### src/oli_pkg.sv
package oli_pkg;

  // Fixed field widths of the item and result transactions
  localparam int ACTION_W = 3;
  localparam int TOKEN_W  = 16;
  localparam int SLOT_W   = 8;
  localparam int STATUS_W = 3;
  localparam int COUNT_W  = 7;

  // Defaults for the top-level parameters
  localparam int DEF_CAPACITY   = 64;
  localparam int DEF_TOKEN_BITS = 16;

  // Action codes
  localparam logic [ACTION_W-1:0] ACT_INS_FRONT = 3'd0;
  localparam logic [ACTION_W-1:0] ACT_INS_END   = 3'd1;
  localparam logic [ACTION_W-1:0] ACT_INS_POS   = 3'd2;
  localparam logic [ACTION_W-1:0] ACT_DELETE    = 3'd3;
  localparam logic [ACTION_W-1:0] ACT_READ      = 3'd4;

  // Status codes
  localparam logic [STATUS_W-1:0] ST_OK       = 3'd0;
  localparam logic [STATUS_W-1:0] ST_BADPOS   = 3'd1;
  localparam logic [STATUS_W-1:0] ST_EMPTY    = 3'd2;
  localparam logic [STATUS_W-1:0] ST_NOTFOUND = 3'd3;
  localparam logic [STATUS_W-1:0] ST_FULL     = 3'd4;
  localparam logic [STATUS_W-1:0] ST_RANGE    = 3'd5;

  // Controller to datapath commands
  typedef struct packed {
    logic load;    // capture an accepted item and decode it
    logic step;    // advance the scan/shift engine one entry
    logic finish;  // commit the count and the final write
  } cmd_t;

  // Datapath to controller status
  typedef struct packed {
    logic scan_done;  // no read left to issue and none in flight
  } stat_t;

endpackage

### src/oli_item_if.sv
interface oli_item_if import oli_pkg::*; ();
  logic                valid;
  logic                ready;
  logic [ACTION_W-1:0] action;
  logic [TOKEN_W-1:0]  token_value;
  logic [SLOT_W-1:0]   slot;

  modport source (output valid, output action, output token_value, output slot, input ready);
  modport sink   (input valid, input action, input token_value, input slot, output ready);
endinterface

### src/oli_result_if.sv
interface oli_result_if import oli_pkg::*; ();
  logic                valid;
  logic                ready;
  logic [STATUS_W-1:0] status;
  logic [COUNT_W-1:0]  entry_count;
  logic [TOKEN_W-1:0]  read_token;

  modport source (output valid, output status, output entry_count, output read_token,
                  input ready);
  modport sink   (input valid, input status, input entry_count, input read_token,
                  output ready);
endinterface

### src/ordered_list_insert_delete.sv
// Flow: the block accepts an item only when idle and takes no new item until the result
//   of the last one is taken. Insert moves count-pos entries, delete scans all count
//   entries, read fetches one; the single read port of the token store limits the scan
//   to one entry a cycle.
// Reset: synchronous; clears the count and control state, the store is not cleared.
module ordered_list_insert_delete import oli_pkg::*; #(
  parameter int CAPACITY   = DEF_CAPACITY,
  parameter int TOKEN_BITS = DEF_TOKEN_BITS
) (
  input logic          clk,
  input logic          rst,
  oli_item_if.sink     item,
  oli_result_if.source result
);

  // Command and status between the sequencer and the list datapath
  cmd_t  cmd;
  stat_t stat;

  // Sequencer: accept one transaction, run the scan, commit, hold the result
  oli_ctrl u_ctrl (
    .clk       (clk),
    .rst       (rst),
    .in_valid  (item.valid),
    .in_ready  (item.ready),
    .out_valid (result.valid),
    .out_ready (result.ready),
    .stat      (stat),
    .cmd       (cmd)
  );

  // Datapath: token store, count, shift/search engine and result registers.
  // The result fields come straight from registers that hold while the
  // sequencer waits for the result to be taken.
  oli_dp #(
    .CAPACITY   (CAPACITY),
    .TOKEN_BITS (TOKEN_BITS)
  ) u_dp (
    .clk         (clk),
    .rst         (rst),
    .cmd         (cmd),
    .stat        (stat),
    .action      (item.action),
    .token_value (item.token_value),
    .slot        (item.slot),
    .status      (result.status),
    .entry_count (result.entry_count),
    .read_token  (result.read_token)
  );

endmodule

### src/oli_ctrl.sv
module oli_ctrl import oli_pkg::*; (
  input  logic  clk,
  input  logic  rst,
  input  logic  in_valid,
  output logic  in_ready,
  output logic  out_valid,
  input  logic  out_ready,
  input  stat_t stat,
  output cmd_t  cmd
);

  typedef enum logic [3:0] {
    S_IDLE   = 4'b0001,
    S_SCAN   = 4'b0010,
    S_FINISH = 4'b0100,
    S_RESULT = 4'b1000
  } state_t;

  state_t state;
  state_t state_next;

  always_ff @(posedge clk) begin
    if (rst) begin
      state <= S_IDLE;
    end else begin
      state <= state_next;
    end
  end

  always_comb begin
    state_next = state;
    unique case (state)
      S_IDLE: begin
        if (in_valid) state_next = S_SCAN;
      end
      S_SCAN: begin
        if (stat.scan_done) state_next = S_FINISH;
      end
      S_FINISH: begin
        state_next = S_RESULT;
      end
      S_RESULT: begin
        if (out_ready) state_next = S_IDLE;
      end
      default: begin
        state_next = S_IDLE;
      end
    endcase
  end

  assign in_ready   = (state == S_IDLE);
  assign out_valid  = (state == S_RESULT);
  assign cmd.load   = in_valid && (state == S_IDLE);
  assign cmd.step   = (state == S_SCAN);
  assign cmd.finish = (state == S_FINISH);

endmodule

### src/oli_dp.sv
module oli_dp import oli_pkg::*; #(
  parameter int CAPACITY   = DEF_CAPACITY,
  parameter int TOKEN_BITS = DEF_TOKEN_BITS
) (
  input  logic                clk,
  input  logic                rst,
  input  cmd_t                cmd,
  output stat_t               stat,
  input  logic [ACTION_W-1:0] action,
  input  logic [TOKEN_W-1:0]  token_value,
  input  logic [SLOT_W-1:0]   slot,
  output logic [STATUS_W-1:0] status,
  output logic [COUNT_W-1:0]  entry_count,
  output logic [TOKEN_W-1:0]  read_token
);

  localparam int AW = (CAPACITY > 1) ? $clog2(CAPACITY) : 1;
  localparam int CW = $clog2(CAPACITY + 1);
  localparam int XW = ((CW > SLOT_W) ? CW : SLOT_W) + 1;

  typedef enum logic [1:0] {
    K_NONE = 2'd0,
    K_INS  = 2'd1,
    K_DEL  = 2'd2,
    K_RD   = 2'd3
  } kind_t;

  // Token store
  logic [TOKEN_BITS-1:0] mem [CAPACITY];
  logic [TOKEN_BITS-1:0] rdata;
  logic                  we;
  logic [AW-1:0]         wa;
  logic [TOKEN_BITS-1:0] wd;

  // Control state
  logic [CW-1:0] count;
  kind_t         kind;
  logic [CW-1:0] rem;
  logic          pend;
  logic          found;

  // Item payload and scan addresses
  logic [TOKEN_BITS-1:0] tok;
  logic [AW-1:0]         pos;
  logic [AW-1:0]         rd_idx;
  logic [AW-1:0]         pend_addr;
  logic [TOKEN_BITS-1:0] rd_token;

  // Decode of the incoming item
  kind_t               ld_kind;
  logic [STATUS_W-1:0] ld_status;
  logic [AW-1:0]       ld_pos;
  logic [CW-1:0]       ld_rem;
  logic [AW-1:0]       ld_idx;
  logic [XW-1:0]       slot_x;
  logic [XW-1:0]       cnt_x;
  logic                is_full;

  assign slot_x  = XW'(slot);
  assign cnt_x   = XW'(count);
  assign is_full = (count == CW'(CAPACITY));

  always_comb begin
    ld_kind   = K_NONE;
    ld_status = ST_OK;
    ld_pos    = '0;
    ld_rem    = '0;
    ld_idx    = '0;
    unique case (action)
      ACT_INS_FRONT, ACT_INS_END, ACT_INS_POS: begin
        if (is_full) begin
          ld_status = ST_FULL;
        end else if (action == ACT_INS_FRONT) begin
          ld_kind = K_INS;
          ld_pos  = '0;
        end else if (action == ACT_INS_END) begin
          ld_kind = K_INS;
          ld_pos  = AW'(count);
        end else if (slot_x <= XW'(1)) begin
          ld_kind = K_INS;
          ld_pos  = '0;
        end else if (slot_x - XW'(1) > cnt_x) begin
          ld_status = ST_BADPOS;
        end else begin
          ld_kind = K_INS;
          ld_pos  = AW'(slot_x - XW'(1));
        end
        // Move entries pos..count-1 up by one, last one first
        ld_rem = count - CW'(ld_pos);
        ld_idx = AW'(count - CW'(1));
      end
      ACT_DELETE: begin
        if (count == '0) begin
          ld_status = ST_EMPTY;
        end else begin
          ld_kind = K_DEL;
          ld_rem  = count;
          ld_idx  = '0;
        end
      end
      ACT_READ: begin
        if (slot_x >= cnt_x) begin
          ld_status = ST_RANGE;
        end else begin
          ld_kind = K_RD;
          ld_rem  = CW'(1);
          ld_idx  = AW'(slot);
        end
      end
      default: begin
        ld_kind   = K_NONE;
        ld_status = ST_OK;
      end
    endcase
    if (ld_kind != K_INS && ld_kind != K_DEL && ld_kind != K_RD) begin
      ld_rem = '0;
    end
  end

  // Control registers
  always_ff @(posedge clk) begin
    if (rst) begin
      count <= '0;
      kind  <= K_NONE;
      rem   <= '0;
      pend  <= 1'b0;
      found <= 1'b0;
    end else if (cmd.load) begin
      kind  <= ld_kind;
      rem   <= ld_rem;
      pend  <= 1'b0;
      found <= 1'b0;
    end else if (cmd.step) begin
      if (rem != '0) begin
        rem  <= rem - CW'(1);
        pend <= 1'b1;
      end else begin
        pend <= 1'b0;
      end
      if (pend && kind == K_DEL && !found && rdata == tok) begin
        found <= 1'b1;
      end
    end else if (cmd.finish) begin
      if (kind == K_INS) begin
        count <= count + CW'(1);
      end else if (kind == K_DEL && found) begin
        count <= count - CW'(1);
      end
    end
  end

  // Payload registers
  always_ff @(posedge clk) begin
    if (cmd.load) begin
      tok      <= TOKEN_BITS'(token_value);
      pos      <= ld_pos;
      rd_idx   <= ld_idx;
      status   <= ld_status;
      rd_token <= '0;
    end else if (cmd.step) begin
      if (rem != '0) begin
        pend_addr <= rd_idx;
        rd_idx    <= (kind == K_DEL) ? rd_idx + AW'(1) : rd_idx - AW'(1);
      end
      if (pend && kind == K_RD) begin
        rd_token <= rdata;
      end
    end else if (cmd.finish) begin
      if (kind == K_DEL && !found) begin
        status <= ST_NOTFOUND;
      end
    end
  end

  // Write port: shift traffic during the scan, the new token at finish
  always_comb begin
    we = 1'b0;
    wa = '0;
    wd = rdata;
    if (cmd.finish && kind == K_INS) begin
      we = 1'b1;
      wa = pos;
      wd = tok;
    end else if (cmd.step && pend && kind == K_INS) begin
      we = 1'b1;
      wa = pend_addr + AW'(1);
    end else if (cmd.step && pend && kind == K_DEL && found) begin
      we = 1'b1;
      wa = pend_addr - AW'(1);
    end
  end

  always_ff @(posedge clk) begin
    if (we) begin
      mem[wa] <= wd;
    end
    rdata <= mem[rd_idx];
  end

  assign stat.scan_done = (rem == '0) && !pend;
  assign entry_count    = COUNT_W'(count);
  assign read_token     = TOKEN_W'(rd_token);

  a_count_bound: assert property (@(posedge clk) disable iff (rst)
    count <= CW'(CAPACITY))
    else $error("entry count above capacity");

  a_ins_grows: assert property (@(posedge clk) disable iff (rst)
    (cmd.finish && kind == K_INS) |=> (count == $past(count) + CW'(1)))
    else $error("insert did not grow the list by one");

  a_found_holds: assert property (@(posedge clk) disable iff (rst)
    (cmd.step && kind == K_DEL && found) |=> found)
    else $error("match flag dropped during delete shift");

  a_pend_follows_read: assert property (@(posedge clk) disable iff (rst)
    (pend && !$past(rst)) |-> $past(cmd.step && rem != '0))
    else $error("read data flagged without a read issued");

endmodule

### src/flat_wrapper.sv
// flat-port wrapper written by rule: the top's interface ports become plain ports
module ordered_list_insert_delete_flat import oli_pkg::*;
#(
  parameter int CAPACITY   = DEF_CAPACITY,
  parameter int TOKEN_BITS = DEF_TOKEN_BITS
)
  (clk, rst, item_valid, item_action, item_token_value, item_slot, item_ready, result_valid, result_status, result_entry_count, result_read_token, result_ready);
  oli_item_if item_i ();
  oli_result_if result_i ();
  input logic clk;
  input logic rst;
  input wire logic [$bits(item_i.valid)-1:0] item_valid;
  input wire logic [$bits(item_i.action)-1:0] item_action;
  input wire logic [$bits(item_i.token_value)-1:0] item_token_value;
  input wire logic [$bits(item_i.slot)-1:0] item_slot;
  output wire logic [$bits(item_i.ready)-1:0] item_ready;
  output wire logic [$bits(result_i.valid)-1:0] result_valid;
  output wire logic [$bits(result_i.status)-1:0] result_status;
  output wire logic [$bits(result_i.entry_count)-1:0] result_entry_count;
  output wire logic [$bits(result_i.read_token)-1:0] result_read_token;
  input wire logic [$bits(result_i.ready)-1:0] result_ready;
  assign item_i.valid = item_valid;
  assign item_i.action = item_action;
  assign item_i.token_value = item_token_value;
  assign item_i.slot = item_slot;
  assign item_ready = item_i.ready;
  assign result_valid = result_i.valid;
  assign result_status = result_i.status;
  assign result_entry_count = result_i.entry_count;
  assign result_read_token = result_i.read_token;
  assign result_i.ready = result_ready;
  ordered_list_insert_delete #(.CAPACITY(CAPACITY), .TOKEN_BITS(TOKEN_BITS)) u_core (.clk(clk), .rst(rst), .item(item_i), .result(result_i));
endmodule
### config.mk
export PLATFORM = sky130hd
export DESIGN_NAME = ordered_list_insert_delete_flat
export DESIGN_NICKNAME = d
export VERILOG_FILES = /design/src/oli_pkg.sv /design/src/oli_item_if.sv /design/src/oli_result_if.sv /design/src/ordered_list_insert_delete.sv /design/src/oli_ctrl.sv /design/src/oli_dp.sv /design/src/flat_wrapper.sv
export SDC_FILE = /design/constraint.sdc
export NUM_CORES = 1
export LEC_CHECK = 0
export ABC_AREA = 1
export BUFFER_PORTS_ARGS = -buffer_cell sky130_fd_sc_hd__buf_2
export CAP_MARGIN = 10
export CELL_PAD_IN_SITES_DETAIL_PLACEMENT = 0
export CELL_PAD_IN_SITES_GLOBAL_PLACEMENT = 1
export CORE_ASPECT_RATIO = 0.5
export CORE_MARGIN = 2
export CORE_UTILIZATION = 55
export DETAILED_ROUTE_END_ITERATION = 16
export PLACE_DENSITY = 0.88
export SLEW_MARGIN = 10
export SYNTH_ARGS = -nofsm -noshare
export SYNTH_HDL_FRONTEND = slang
export SYNTH_HIERARCHICAL = 1
export SYNTH_SLANG_ARGS = --single-unit
### constraint.sdc
create_clock -name clk -period 7.3 [get_ports clk]
set_input_delay 0.73 -clock clk [delete_from_list [all_inputs] [get_ports clk]]
set_output_delay 0.73 -clock clk [all_outputs]
set_load 0.03 [all_outputs]
After elaboration in Yosys (flattened, before gate mapping)
Memories as Yosys holds them, arrays and structs flattened. A register that Yosys moved wholly into a read port is not among the register bits. Index checks and enable logic that the tools add are counted.

Bitwise logic cells: 2. Eq/ne operators: 20. Reductions and logical operators: 35. Magnitude comparators: 3. Mux-type cells: 55. $add $sub $neg: 9.

Operator list (number): 2-to-1 mux 6 bit (14); 2-to-1 mux 7 bit (7); one-hot mux 7 bit (3 select lines) (1); 2-to-1 mux 3 bit (6); == test 16 bit (1); 2-to-1 mux 1 bit (16); 2-to-1 mux 16 bit (1); one-hot mux 4 bit (4 select lines) (1); logical AND 1 bit (15); zero test 7 bit (2); subtractor 7 x 1 -> 7 bit (second input constant) (2); adder 6 x 1 -> 6 bit (second input constant) (2); 2-to-1 mux 4 bit (3); one-hot mux 6 bit (2 select lines) (1); subtractor 6 x 1 -> 6 bit (second input constant) (2); nonzero test 2 bit (5); greater-than comparator 9 x 7 -> 1 bit (1); one-hot mux 3 bit (3 select lines) (1); AND reduction 3 bit (3); subtractor 8 x 1 -> 9 bit (second input constant) (1); >= comparator 8 x 7 -> 1 bit (1); <= comparator 8 x 1 -> 1 bit (second input constant) (1); inequality test 2 x 1 -> 1 bit (second input constant) (4); adder 7 x 1 -> 7 bit (second input constant) (1); 22 further kinds (32).

Output and inout port bits: 28. RAM bits: 1024. Memories kept: 1. Register bits after elaboration: 75. Input port bits: 31. Logic and storage cells: 137.

Memory list: u_core.u_dp.mem (words 64, width 16, read ports 1, clocked after Yosys merged registers in 1, write ports 1, line oli_dp.sv:29) `logic [TOKEN_BITS-1:0] mem [CAPACITY];`.

Logic depth before layout (Yosys ltp)
Depth after elaboration: 13. Gate-level depth with buffers: 32. Depth with buffers taken out: 32.

Hierarchy
Netlist, hierarchy kept.

By module, submodules not included: oli_dp (times used 1, cells an instance 3515, sequential area each 32861.5 µm², area each 45057.0 µm²); oli_ctrl (times used 1, cells an instance 36, sequential area each 80.1 µm², area each 235.2 µm²).

Worst setup path after synthesis
No wires, ideal clock.

Path type: reg2reg. From: register u_core.u_ctrl.state[1]. To: memory u_core/u_dp/mem[0][3] (netlist bit), data pin. Setup slack: 2.933 ns. Data required time: 6.598 ns. Cell stages (with the launch flop): 9. Data arrival time: 3.665 ns. Setup time: 0.702 ns. Period minus slack after synthesis: 4.367 ns. Buffers on the path: 1. Cell sequence: dfxtp_1 nor2_1 nand3_1 inv_1 inv_1 nor2_8 inv_2 buf_6 o21ai_0.

RTL lines: start: declaration (line oli_ctrl.sv:19) `state_t state;`; start signal: assignment (line oli_ctrl.sv:26) `state <= state_next;`; end: declaration (line oli_dp.sv:29).

==> summary.txt <==
Clock network
  • Post-CTS sizing: 0
  • Hold buffer count at CTS: 0
  • Htree depth: 3
  • Max clock buf depth: 3
  • Clk_lat worst skew: 0.68 ns
  • Setup bufs post-CTS: 0
  • CTS tree: yes
  • CTS root buf: clkbuf_16
  • Clk pin slew, worst setup/hold paths: 0.07 ns
  • Clk sink count: 1115
  • TritonCTS Buffers: 95

Timing
  • RSZ-0062 raised after global routing: no
  • Post-layout minimum cycle time: 4.12 ns
  • Fin crit share: 56.4%
  • Setup TNS: 0 ns
  • Slew @ Worst Pin: 1.04 ns
  • Fmax: 243 MHz
  • Final hold viol count: 0
  • Slew margin rel.: 30.9%
  • Pins Over Slew Limit: 0
  • Clk_skew: 0.0231 ns
  • Final setup viols: 0

Layout
  • Antenna cells: 0
  • Nets: 3640
  • Area Growth Syn to Fin: 11.2%
  • Area of the multi-input gates: 11100 sq um
  • Share of cells above drive strength 1: 10.1%
  • Post-Layout Cell Count: 4758
  • Fillers: 5886
  • Sequential cell area: 32900 sq um
  • Util after Layout: 61.7%

Die
  • Die Area: 84800 sq um
  • Rows: 74
  • Starting density of the core: 55.5%
  • DIE HEIGHT: 207 um
  • # IOs: 59
  • Die X: 410 um
  • Floorplan Core Area: 81600 sq um

Worst setup path
  • CP endpoint kind: register
  • Worst Path Required: 7.67 ns
  • Crit Path Class: reg2reg
  • CP max FO: 27
  • Setup slack, reg-to-reg: 3.18 ns
  • Worst R2R End: u_core/u_dp/mem[27][3]$_DFFE_PP_
  • FF-to-FF path depth: 12
  • Startpoint type of the worst setup path: register
  • Data arrival, critical path: 4.49 ns
  • R2r startpoint: u_core/u_ctrl/state[1]$_SDFFE_PP0P_

Place
  • Post-Place Cells: 4581
  • Number of port buffers: 58
  • Post-DP HPWL: 65.7 mm
  • Final GP Congestion: 0.904

Yosys
  • Syn Area/Cell: 12.8 sq um
  • Prevailing post-synth register cell: edfxtp_1
  • Post-synth EDFFs: 1061
  • Synth Register Bits: 1115
  • Unique masters post-synth: 49
  • Synth async-reset ratio: 0%
  • Mapped cell area: 45300 sq um
  • Yosys warnings: 6
  • Register area share after synthesis: 72.7%
  • Post-Syn Instances: 3551
  • Syn_nets: 3615

Drt
  • Initial DRC count: 4339
  • Final WL: 119 mm
  • Vias: 30130
  • DRT antenna net count: 0
  • Routed length per instance: 25.0 um
  • First drt pass iteration count: 6
  • Via density: 6.33
  • Residual DRC: 0

Worst hold path
  • Hold Path End: u_core/u_dp/tok[13]$_DFFE_PP_
  • Worst hold path cell count: 1
  • Hold Crit Class: in2reg
  • Worst hold path startpoint: item_token_value[13]

GRT
  • Initial antenna violation count: 0
  • Global-route wire length before repair: 177 mm
  • Largest net degree at the start of global routing: 194
  • Number of global-route vias before repair: 28537
  • GRT Overall Usage: 27.8%
  • Grt total ovfl: 0

Outcome
  • Status: complete, no violations

Power and ir drop
  • Power per cell area: 331 nW/um^2
  • Tot Pwr: 16.7 mW
  • VDD IR max: 261 uV
  • LEAKAGE: 16.4 nW

Run
  • Maxcap violations: 0
-- cell families (layout without fill, tap and decap cells) --
| group | count (synthesis) | count (layout) | share of synthesized area [%] |
|---|---|---|---|
| DFF | 1115 | 1115 | 72.7 |
| AOI/OAI and AO/OA | 1061 | 1061 | 14.0 |
| and+or+nand+nor | 972 | 972 | 8.76 |
| buffers and inverters | 347 | 452 | 3.08 |
| adders and majority gates | 33 | 33 | 0.945 |
| xor gates and xnor gates | 23 | 23 | 0.445 |
-- synthesized netlist by cell type, types with 2 or more instances --
master / n / area (sq um)
a21oi_1: 50 / 250
a22oi_1: 4 / 30.0
a31oi_1: 6 / 37.5
buf_1: 2 / 7.51
buf_2: 48 / 240
buf_4: 3 / 22.5
buf_6: 2 / 22.5
clkbuf_1: 180 / 676
dfxtp_1: 54 / 1080
edfxtp_1: 1061 / 31900
fa_1: 2 / 40.0
ha_1: 31 / 388
inv_1: 97 / 364
inv_2: 11 / 41.3
nand2_1: 154 / 578
nand2_2: 6 / 37.5
nand3_1: 125 / 626
nand3_2: 4 / 40.0
nand4_1: 10 / 62.6
nor2_1: 645 / 2420
nor2_2: 6 / 37.5
nor2_4: 2 / 22.5
nor3_1: 5 / 25.0
nor3_2: 2 / 20.0
nor4_1: 2 / 12.5
o211ai_1: 136 / 1020
o21ai_0: 585 / 2930
o21ai_1: 5 / 25.0
o21ai_2: 3 / 26.3
o221ai_1: 128 / 1120
o22ai_1: 137 / 857
or2_2: 7 / 43.8
xnor2_1: 8 / 70.1
xor2_1: 15 / 131
-- worst max-delay path by stage --
stage                                       endpoint  cells after the start                                 from  slack (ns)
floorplan            u_core/u_dp/mem[0][3]$_DFFE_PP_                      8  u_core/u_ctrl/state[1]$_SDFFE_PP0P_        2.93
detailed placement   u_core/u_dp/rem[6]$_SDFFE_PP0P_                     33                         item_slot[0]        2.71
CTS                 u_core/u_dp/mem[27][3]$_DFFE_PP_                     12  u_core/u_ctrl/state[1]$_SDFFE_PP0P_        3.28
finish              u_core/u_dp/mem[27][3]$_DFFE_PP_                     12  u_core/u_ctrl/state[1]$_SDFFE_PP0P_        3.18
global placement     u_core/u_dp/rem[6]$_SDFFE_PP0P_                     33                         item_slot[0]        2.70
global route        u_core/u_dp/mem[27][8]$_DFFE_PP_                     12  u_core/u_ctrl/state[1]$_SDFFE_PP0P_        2.86
-- final cells by class --
type | instances | area share (%)
clock buffers | 117 | 5.01
flip-flops and latches | 1115 | 65.4
inverters | 111 | 0.877
multi-input cells | 2089 | 22.1
clock inverters | 60 | 1.64
well taps | 1102 | 2.74
repair buffers | 164 | 2.26
-- stage by stage --
step	hold slack [ns]	setup slack [ns]	area [sq um]
5_1_grt	0.199	2.86	50400
3_5_place_dp	0.492	2.71	47000
6_report	0.230	3.18	50400
4_1_cts	0.193	3.28	50400
3_3_place_gp	0.468	2.70	47000
2_1_floorplan	0.424	2.93	45300
-- report_power, final --
group / switching (mW) / internal (mW) / leakage, nW
logic: 2.53 / 0.652 / 4.78
registers: 0.0760 / 7.94 / 10.0
clock network: 2.31 / 3.14 / 1.63
total: 4.92 / 11.7 / 16.4
-- state kept, by name (all words and copies together) (netlist names) --
register / flops
u_core/u_ctrl/state: 4
u_core/u_dp/entry_count: 7
u_core/u_dp/found: 1
u_core/u_dp/kind: 2
u_core/u_dp/mem: 1024
u_core/u_dp/pend: 1
u_core/u_dp/pend_addr: 6
u_core/u_dp/pos: 6
u_core/u_dp/rd_idx: 6
u_core/u_dp/rdata: 16
u_core/u_dp/read_token: 16
u_core/u_dp/rem: 7
u_core/u_dp/status: 3
u_core/u_dp/tok: 16
-- metal layers --
metal | global-route usage [%] | up-vias | part of all wire (%)
li1 | - | 13353 | -
met1 | 39.3 | 14962 | 40
met2 | 43.6 | 1587 | 46
met3 | 6.25 | 228 | 11
met4 | 8.81 | 0 | 2.9
met5 | 0 | - | 0
-- layout by cell type, fill, tap and decap left out, types with 19 or more instances in the layout --
master / n
edfxtp_1: 1061
o21ai_0: 572
o221ai_1: 128
nand3_1: 125
bufinv_16: 19
inv_1: 96
nand2_1: 151
dfxtp_1: 54
o211ai_1: 136
buf_4: 102
ha_1: 31
nor2_1: 645
clkinv_2: 19
o22ai_1: 137
buf_2: 58
clkbuf_16: 97
a21oi_1: 50
-- worst max-delay path, cell delays in order (launching register included) --
cell and delay, ns:
dfxtp_1 0.35, nor2_1 0.15, nand3_1 0.14, inv_1 0.20, inv_1 0.14, nor2_8 0.53
inv_2 0.34, o21ai_1 0.28, inv_2 0.05, nor2_2 0.18, nand2_1 0.39, nor2_1 0.74
buf_4 0.30
Note: power is estimated with default switching activity, not from simulation.
